[config.mk]
export PLATFORM = sky130hd
export DESIGN_NAME = crc64_byte_stream
export DESIGN_NICKNAME = d
export VERILOG_FILES = /design/src/rtl/core/crc64bs_pkg.sv /design/src/rtl/core/crc64bs_in_reg.sv /design/src/rtl/core/crc64bs_engine.sv /design/src/rtl/core/crc64bs_out_reg.sv /design/src/rtl/core/crc64_byte_stream.sv
export SDC_FILE = /design/constraint.sdc
export NUM_CORES = 1
export LEC_CHECK = 0
export BUFFER_PORTS_ARGS = -buffer_cell sky130_fd_sc_hd__buf_4
export CORE_ASPECT_RATIO = 1.75
export CORE_MARGIN = 2
export CORE_UTILIZATION = 34
export CTS_CLUSTER_DIAMETER = 40
export DETAILED_ROUTE_END_ITERATION = 7
export RECOVER_POWER = 100
export SKIP_LAST_GASP = 1
export SLEW_MARGIN = 40
export SYNTH_ARGS = -nofsm -noshare
export SYNTH_HDL_FRONTEND = slang
export SYNTH_SLANG_ARGS = --single-unit
[constraint.sdc]
create_clock -name clk -period 3.1 [get_ports clk]
set_input_delay 0.62 -clock clk [delete_from_list [all_inputs] [get_ports clk]]
set_output_delay 0.62 -clock clk [all_outputs]
set_load 0.03 [all_outputs]
[src/rtl/core/crc64bs_pkg.sv]
// ----------------------------------------------------------------------------
// crc64bs_pkg
// Shared types, constants and the byte table function for the CRC-64/XZ
// byte stream block.
// ----------------------------------------------------------------------------
package crc64bs_pkg;

  localparam int unsigned CRC_W  = 64;
  localparam int unsigned BYTE_W = 8;

  localparam logic [CRC_W-1:0] CRC_ALL_ONES = 64'hFFFF_FFFF_FFFF_FFFF;
  // Reflected ECMA-182 polynomial (bit reversal of 0x42F0E1EBA9EA3693)
  localparam logic [CRC_W-1:0] CRC_POLY_REFL = 64'hC96C_5795_D787_0F42;

  // One word held in the input register
  typedef struct packed {
    logic              valid;
    logic              last;
    logic [BYTE_W-1:0] data;
  } stage_t;

  // Table entry: eight reflected shift steps starting from the index
  function automatic logic [CRC_W-1:0] crc_table(input logic [BYTE_W-1:0] idx);
    logic [CRC_W-1:0] v;
    v = {{(CRC_W-BYTE_W){1'b0}}, idx};
    for (int k = 0; k < BYTE_W; k++) begin
      if (v[0]) begin
        v = (v >> 1) ^ CRC_POLY_REFL;
      end else begin
        v = v >> 1;
      end
    end
    return v;
  endfunction

endpackage

[src/rtl/core/crc64bs_in_reg.sv]
// ----------------------------------------------------------------------------
// crc64bs_in_reg
// Input register: captures one byte word and its last mark per cycle while in_ready is high.
// ----------------------------------------------------------------------------
module crc64bs_in_reg (
  input  logic                           clk,
  input  logic                           rst_n,
  input  logic                           in_valid,
  output logic                           in_ready,
  input  logic [crc64bs_pkg::BYTE_W-1:0] in_data_byte,
  input  logic                           in_last_byte,
  input  logic                           pop,
  output crc64bs_pkg::stage_t            stage
);

  logic                           valid_r;
  logic                           valid_nxt;
  logic                           last_r;
  logic [crc64bs_pkg::BYTE_W-1:0] data_r;

  assign in_ready  = !valid_r || pop;
  assign valid_nxt = (in_valid && in_ready) || (valid_r && !pop);

  always_ff @(posedge clk) begin
    if (!rst_n) begin
      valid_r <= 1'b0;
    end else begin
      valid_r <= valid_nxt;
    end
  end

  always_ff @(posedge clk) begin
    if (in_valid && in_ready) begin
      data_r <= in_data_byte;
      last_r <= in_last_byte;
    end
  end

  assign stage = '{valid: valid_r, last: last_r, data: data_r};

endmodule

[src/rtl/core/crc64bs_engine.sv]
// ----------------------------------------------------------------------------
// crc64bs_engine
// CRC register and the one-byte reflected update.
// ----------------------------------------------------------------------------
module crc64bs_engine (
  input  logic                          clk,
  input  logic                          rst_n,
  input  crc64bs_pkg::stage_t           stage,
  input  logic                          fire,
  output logic [crc64bs_pkg::CRC_W-1:0] crc_final,
  output logic [crc64bs_pkg::CRC_W-1:0] crc_state
);

  logic [crc64bs_pkg::CRC_W-1:0] crc_r;
  logic [crc64bs_pkg::CRC_W-1:0] crc_nxt;
  logic [crc64bs_pkg::CRC_W-1:0] fold;

  assign fold = crc64bs_pkg::crc_table(crc_r[crc64bs_pkg::BYTE_W-1:0] ^ stage.data)
                ^ (crc_r >> crc64bs_pkg::BYTE_W);

  always_comb begin
    crc_nxt = crc_r;
    if (fire) begin
      // message ends: restart with the seed for the next one
      crc_nxt = stage.last ? crc64bs_pkg::CRC_ALL_ONES : fold;
    end
  end

  always_ff @(posedge clk) begin
    if (!rst_n) begin
      crc_r <= crc64bs_pkg::CRC_ALL_ONES;
    end else begin
      crc_r <= crc_nxt;
    end
  end

  assign crc_final = fold ^ crc64bs_pkg::CRC_ALL_ONES;
  assign crc_state = crc_r;

endmodule

[src/rtl/core/crc64bs_out_reg.sv]
// ----------------------------------------------------------------------------
// crc64bs_out_reg
// Result register: holds one finished CRC word until it is taken.
// ----------------------------------------------------------------------------
module crc64bs_out_reg (
  input  logic                          clk,
  input  logic                          rst_n,
  input  logic                          load,
  input  logic [crc64bs_pkg::CRC_W-1:0] value,
  output logic                          free,
  output logic                          out_valid,
  input  logic                          out_ready,
  output logic [crc64bs_pkg::CRC_W-1:0] out_crc_value
);

  logic                          valid_r;
  logic                          valid_nxt;
  logic [crc64bs_pkg::CRC_W-1:0] crc_r;

  assign free      = !valid_r || out_ready;
  assign valid_nxt = load || (valid_r && !out_ready);

  always_ff @(posedge clk) begin
    if (!rst_n) begin
      valid_r <= 1'b0;
    end else begin
      valid_r <= valid_nxt;
    end
  end

  always_ff @(posedge clk) begin
    if (load) begin
      crc_r <= value;
    end
  end

  assign out_valid     = valid_r;
  assign out_crc_value = crc_r;

endmodule

[src/rtl/core/crc64_byte_stream.sv]
// ----------------------------------------------------------------------------
// crc64_byte_stream
// Byte-serial CRC-64/XZ over a stream of messages.
// ----------------------------------------------------------------------------
// Takes one message byte per clock and folds it into a 64-bit CRC (reflected
// ECMA-182 polynomial, seed all ones). A byte marked last yields one word
// holding the final CRC inverted, and the register reloads all ones for the
// next message. Throughput is one byte per cycle outside stalls, set by the
// combinational table fold between the input register and the CRC register;
// a last byte passes the input register, then the result register. Input
// stalls only while a last byte waits behind a result word not yet taken.
// ----------------------------------------------------------------------------
module crc64_byte_stream (
  input  logic                           clk,
  input  logic                           rst_n,
  input  logic                           in_valid,
  output logic                           in_ready,
  input  logic [crc64bs_pkg::BYTE_W-1:0] in_data_byte,
  input  logic                           in_last_byte,
  output logic                           out_valid,
  input  logic                           out_ready,
  output logic [crc64bs_pkg::CRC_W-1:0]  out_crc_value
);

  crc64bs_pkg::stage_t           stage;
  logic                          fire;
  logic                          out_free;
  logic [crc64bs_pkg::CRC_W-1:0] crc_final;
  logic [crc64bs_pkg::CRC_W-1:0] crc_state;

  // non-last words never need the result register
  assign fire = stage.valid && (!stage.last || out_free);

  crc64bs_in_reg u_in (
    .clk          (clk),
    .rst_n        (rst_n),
    .in_valid     (in_valid),
    .in_ready     (in_ready),
    .in_data_byte (in_data_byte),
    .in_last_byte (in_last_byte),
    .pop          (fire),
    .stage        (stage)
  );

  crc64bs_engine u_engine (
    .clk       (clk),
    .rst_n     (rst_n),
    .stage     (stage),
    .fire      (fire),
    .crc_final (crc_final),
    .crc_state (crc_state)
  );

  crc64bs_out_reg u_out (
    .clk           (clk),
    .rst_n         (rst_n),
    .load          (fire && stage.last),
    .value         (crc_final),
    .free          (out_free),
    .out_valid     (out_valid),
    .out_ready     (out_ready),
    .out_crc_value (out_crc_value)
  );

`ifndef ASSERT_OFF
  a_last_gives_result: assert property (@(posedge clk) disable iff (!rst_n)
    fire && stage.last |=> out_valid)
    else $error("last word did not produce a result");

  a_seed_after_last: assert property (@(posedge clk) disable iff (!rst_n)
    fire && stage.last |=> crc_state == crc64bs_pkg::CRC_ALL_ONES)
    else $error("CRC not reseeded after last word");

  a_stall_only_when_full: assert property (@(posedge clk) disable iff (!rst_n)
    !in_ready |-> stage.valid && stage.last && out_valid && !out_ready)
    else $error("input stalled without a blocked result");

  a_idle_crc_holds: assert property (@(posedge clk) disable iff (!rst_n)
    !fire |=> $stable(crc_state))
    else $error("CRC changed without a word");
`endif

endmodule

# ---- Yosys cells after proc, flatten, opt, wreduce, memory -nomap -nowiden
# Cells that the tools add are included.
dict set report word_totals {
  in_bits 13
  reg_bits 139
  elab_cells 41
  latchBits 0
  mem_bits_ro 0
  n_memories 0
  ram_bits 0
  output_inout_bits 66
}
dict set report op_classes {
  bitwise 11
  n_lt_le_gt_ge 0
  div 0
  multipliers 0
  addsub 0
  n_reduce_logical 15
  shift 0
  muxes 9
  n_eq_ne 0
}
# operator count
set ops {}
lappend ops {{$mux W64} 9}
lappend ops {{$not A32 Y33} 7}
lappend ops {{$not A64 Y64} 1}
lappend ops {{$xor A64 B56 Y64} 1}
lappend ops {{$not A2 Y33} 1}
lappend ops {{$xor A8 B8 Y8} 1}
lappend ops {{$logic_and A1 B1 Y1} 5}
lappend ops {{$logic_not A1 Y1} 5}
lappend ops {{$logic_or A1 B1 Y1} 5}

# ---- Longest topological paths before layout
dict set report logic_depth {
  word_depth 19
  depth_mapped 8
  ltp_nobuf 7
}

# ---- Cells and area by module
# From an unflattened synthesis, not the netlist that was laid out.
dict set report unflattened {
  cells_unflattened 458
  area_unflattened_um2 6154.7
}
# module instances seq_area_each_um2 area_per_inst_um2 cells_per_inst
set modules_own_cells {}
lappend modules_own_cells {crc64bs_engine 1 1281.2 3822.4 371}
lappend modules_own_cells {crc64bs_out_reg 1 1941.9 1970.6 68}
lappend modules_own_cells {crc64bs_in_reg 1 290.3 342.8 16}
lappend modules_own_cells {crc64_byte_stream 1 0.0 18.8 3}

# ---- Least setup slack after synthesis
# OpenSTA, ideal clock, no wires.
dict set report synth_path {
  path_kind {register to register}
  start {register u_in.data_r[7] (netlist name)}
  end {register u_engine.crc_r (netlist bit u_engine.crc_state[30])}
  required_time_ns 3.027
  path_buffers 1
  arrival_ns 2.663
  stages_incl_launch_ff 9
  path_slack_ns 0.364
  setup_ns 0.073
  period_less_slack_ns 2.736
  path_cell_list {edfxtp_1 xnor2_1 xnor3_1 buf_6 xor2_4 xnor2_4 or4_1 and4_1 o211ai_2}
}
dict set report synth_between {
  elab_chain_len 13
}
# item line
set synth_rtl {}
lappend synth_rtl {{start, declared} crc64bs_in_reg.sv:19} ;# logic [crc64bs_pkg::BYTE_W-1:0] data_r;
lappend synth_rtl {{start signal, assigned} crc64bs_in_reg.sv:34} ;# data_r <= in_data_byte;
lappend synth_rtl {{$xor A8 B8 Y8 (*)} crc64bs_engine.sv:18} ;# assign fold = crc64bs_pkg::crc_table(crc_r[crc64bs_pkg::BYTE_W-1:0] ^ stage.data)
lappend synth_rtl {{$not A2 Y33 (no line)} n/a}
lappend synth_rtl {{$mux W64 (*) (5 in series)} crc64bs_pkg.sv:27} ;# if (v[0]) begin
lappend synth_rtl {{$not A32 Y33 (no line)} n/a}
lappend synth_rtl {{$mux W64 (*) (3 in series)} crc64bs_pkg.sv:27}
lappend synth_rtl {{$xor A64 B56 Y64 (*)} crc64bs_engine.sv:19} ;# ^ (crc_r >> crc64bs_pkg::BYTE_W);
lappend synth_rtl {{$mux W64 (*)} crc64bs_engine.sv:25} ;# crc_nxt = stage.last ? crc64bs_pkg::CRC_ALL_ONES : fold;
lappend synth_rtl {{end signal, assigned} crc64bs_engine.sv:31} ;# crc_r <= crc64bs_pkg::CRC_ALL_ONES;
lappend synth_rtl {{end signal, assigned} crc64bs_engine.sv:33} ;# crc_r <= crc_nxt;
lappend synth_rtl {{end, declared} crc64bs_engine.sv:14} ;# logic [crc64bs_pkg::CRC_W-1:0] crc_r;
# Mark *: on every way between the ends. The rest lies on a longest branch, timed or not.
# A chain may end at the register's enable or synchronous reset.

# ---- Worst setup path in the final report
dict set report layout_path {
  start {register u_in.data_r[0] (netlist name)}
  end {register u_engine.crc_r (netlist bit u_engine.crc_state[30])}
}
dict set report layout_between {
  elab_chain_len 12
  elab_cells_between_ends 13
  cone_classes {9 x mux; 4 x bitwise}
}
# item line
set layout_rtl {}
lappend layout_rtl {{$xor A8 B8 Y8 (*)} crc64bs_engine.sv:18}
lappend layout_rtl {{$mux W64 (*) (7 in series)} crc64bs_pkg.sv:27}
lappend layout_rtl {{$not A32 Y33 (no line) / $mux W64 (equally long branches)} n/a}
lappend layout_rtl {{$mux W64 (*)} crc64bs_pkg.sv:27}
lappend layout_rtl {{$xor A64 B56 Y64 (*)} crc64bs_engine.sv:19}
lappend layout_rtl {{$mux W64 (*)} crc64bs_engine.sv:25}
# Marked as above.

==> results.md <==
- Status: finished, final reports clean
- Final Skew: 0.0111 ns
- Kind of critical path: register to register
- Reg clk slew, reported paths: around 0.060 ns
- Nets: ~570
- Hold Crit Class: input pin to register
- Drt total wl: 14.4 mm
- Post-CTS Setup Repair Bufs: 0
- DRT Pass-1 Iters: 4
- Tmin final: 2.78 ns
- Met2 global-route usage: 29.9%
- Chip Width: 104 µm
- # setup viols final: 0
- Tot Pwr: 7.06 mW
- Final period util: about nine tenths
- GR Util met1: 16.8%
- Die H: 179 µm
- Unrepaired setup endpoints after global routing: false
- Lkg Pwr: between 2 and 3 nW
- CTS buffer count: 17
- Post-synthesis sequential area ratio: 59.0%
- First-iteration detailed-routing DRC count: 193
- Clock Sinks: ~140
- Cts repair resizes: 0
- Slew HR: between 20% and 30%
- Row count: 64
- Fin. Hold Viols: 0
- Yosys top cell area share: around 37%
- CP startpoint: u_in.data_r[0]$_DFFE_PP_
- Worst-Margin Slew: between 1 and 1.5 ns
- PwrDens: 984 mW/mm²
- RePlAce Congestion: slightly above 0.8
- GRT met3 Usage: 3.34%
- Synth Net Count: 470
- Largest net degree at the start of global routing: 71
- Critical path launch point type: register
- DP HPWL: 10.4 mm
- Cts hold-fix bufs: 0
- Initial Util: 34.4%
- Die ar.: between 0.015 and 0.02 mm²
- Routed vias: 3732
- Worst-path maximum fanout: 8
- Deepest clock path buffer count: 2
- R2R setup slack: 0.32 ns
- Num ports: 79
- Req. time, crit path: 3.35 ns
- Peak VDD IR: 0.463 mV
- Fillers: around 1700
- Most frequent cells in the layout: xnor2_1, clkbuf_1, edfxtp_1, dfxtp_1, nand2_1
- First-pass GRT wire length: between 20 and 25 mm
- Synth unique cells: 36
- R2r startpoint: u_in.data_r[0]$_DFFE_PP_
- Drt wl/cell: between 15 and 20 µm
- Peak Freq: approximately 360 MHz
- Root buf cell: clkbuf_16
- Setup TNS: 0 ns
- CTS tree: built
- DRC viols: 0
- Syn Std Cell Area: slightly below 0.006 mm²
- Vias in the first global route: 3859
- Synth top area cells: edfxtp_1, dfxtp_1, xnor2_1, o211ai_1, xor2_1
- Most common cell after layout, fill and taps aside: xnor2_1
- H-tree levels: 4
- Worst R2R End: u_engine.crc_state[30]$_SDFFE_PN1N_
- Synth area leader: edfxtp_1
- PortBufs: 78
- Initial antenna violation count: 0
- Most used routing layer in global routing: met2
- YS warnings: 0
- Worst skew pair latency: 0.43 ns
- Layout cells sized above 1: between 10% and 20%
- Yosys reg bits: 139
- CP endpoint: u_engine.crc_state[30]$_SDFFE_PN1N_
- Synthesized instance count: 457
- Antenna Cells: 0
- Grt ovf: 0
- Core area: about 0.017 mm²
- Fin. max-slew vios: 0
- Critical Path AT: 3.03 ns
- Max_cap viols: 0
- All-Layer GR Usage: between 10% and 20%
- Antenna viol nets, final: 0
- Critical path capture point type: register
- Worst-case reg-to-reg path depth: 8
- P&R area growth vs syn: 20.6%
- Via density: roughly 4.7
- Synthesized area per cell: 13.0 µm²
logic make-up (layout without fill, tap and decap cells):
logic type                count (synthesis)  in the layout  share of synthesized area (%)
xor gates and xnor gates                135            135                           23.6
AOI/OAI and AO/OA                        79             79                           9.27
and+or+nand+nor                          81             81                           6.27
buffers and inverters                    23            134                           1.79
DFF                                     139            139                           59.0
worst max-delay path, cell delays in order (launching register included):
cell and delay, ns:
edfxtp_1 0.46, xnor2_4 0.29, xnor3_1 0.54, xor2_4 0.23, clkbuf_1 0.37, and2b_1 0.28
a31oi_1 0.17, and4_1 0.19, o211ai_1 0.08
cells in the mapped netlist (all sizes together):
cell          n
xnor2        93
edfxtp       73
dfxtp        66
nand2        58
o211ai       56
xor2         40
clkbuf       15
o21ai        10
a21oi         9
buf           5
and2          4
a31oi         3
nand3         3
nor2b         3
and2b         2
and4          2
inv           2
nor2          2
nor3b         2
or2b          2
or4           2
a21boi        1
dlygate4sd1   1
nor3          1
xnor3         1
xor3          1
metrics by stage:
stage,setup WS [ns],hold WS (ns),std cells,instance area (µm²),util (%)
global route,0.159,0.376,799,7180,41.5
CTS,0.395,0.346,799,7530,43.6
global placement,0.468,0.473,767,6930,40.1
finish,0.319,0.387,799,7180,41.5
detailed placement,0.412,0.480,767,6930,40.1
floorplan,0.364,0.460,457,5950,-
power by group:
part | switching, mW | internal [mW] | leakage [nW]
clock | 0.831 | 1.22 | 0.292
sequential | 0.120 | 2.39 | 1.22
combinational | 1.60 | 0.905 | 1.05
total | 2.55 | 4.51 | 2.56
registers in the layout, summed over array words and instances, names as in the netlist:
name,flops
u_out.out_crc_value,64
u_out.out_valid,1
u_in.data_r,8
u_in.valid_r,1
u_engine.crc_state,64
u_in.last_r,1
worst min-delay path by stage:
stage / startpoint / end / slack [ns] / cells after the start
2_1_floorplan: u_engine.crc_state[23]$_SDFFE_PN1N_ / u_engine.crc_state[23]$_SDFFE_PN1N_ / 0.46 / 2
3_3_place_gp: u_engine.crc_state[5]$_SDFFE_PN1N_ / u_engine.crc_state[5]$_SDFFE_PN1N_ / 0.47 / 2
3_5_place_dp: u_engine.crc_state[54]$_SDFFE_PN1N_ / u_engine.crc_state[54]$_SDFFE_PN1N_ / 0.48 / 2
4_1_cts: in_data_byte[2] / u_in.data_r[2]$_DFFE_PP_ / 0.35 / 1
5_1_grt: in_data_byte[6] / u_in.data_r[6]$_DFFE_PP_ / 0.38 / 1
6_report: in_data_byte[1] / u_in.data_r[1]$_DFFE_PP_ / 0.39 / 1
routing by layer:
| layer | up-vias | wire (µm) |
|---|---|---|
| met5 | - | 0 |
| met4 | 0 | 467 |
| met3 | 29 | 418 |
| met2 | 86 | 7920 |
| met1 | 1805 | 5550 |
| li1 | 1812 | - |
layout make-up:
| type | instances | area (µm²) | area share, % |
|---|---|---|---|
| multi-input combinational | 295 | 2290 | 31.9 |
| sequential | 139 | 3510 | 49.0 |
| tap | 231 | 289 | 4.03 |
| inverter | 2 | 7.51 | 0.105 |
| clock buffer | 18 | 439 | 6.12 |
| clock inverter | 14 | 160 | 2.23 |
| timing repair buffer | 100 | 477 | 6.64 |
Power figures use the tool's default switching activity.
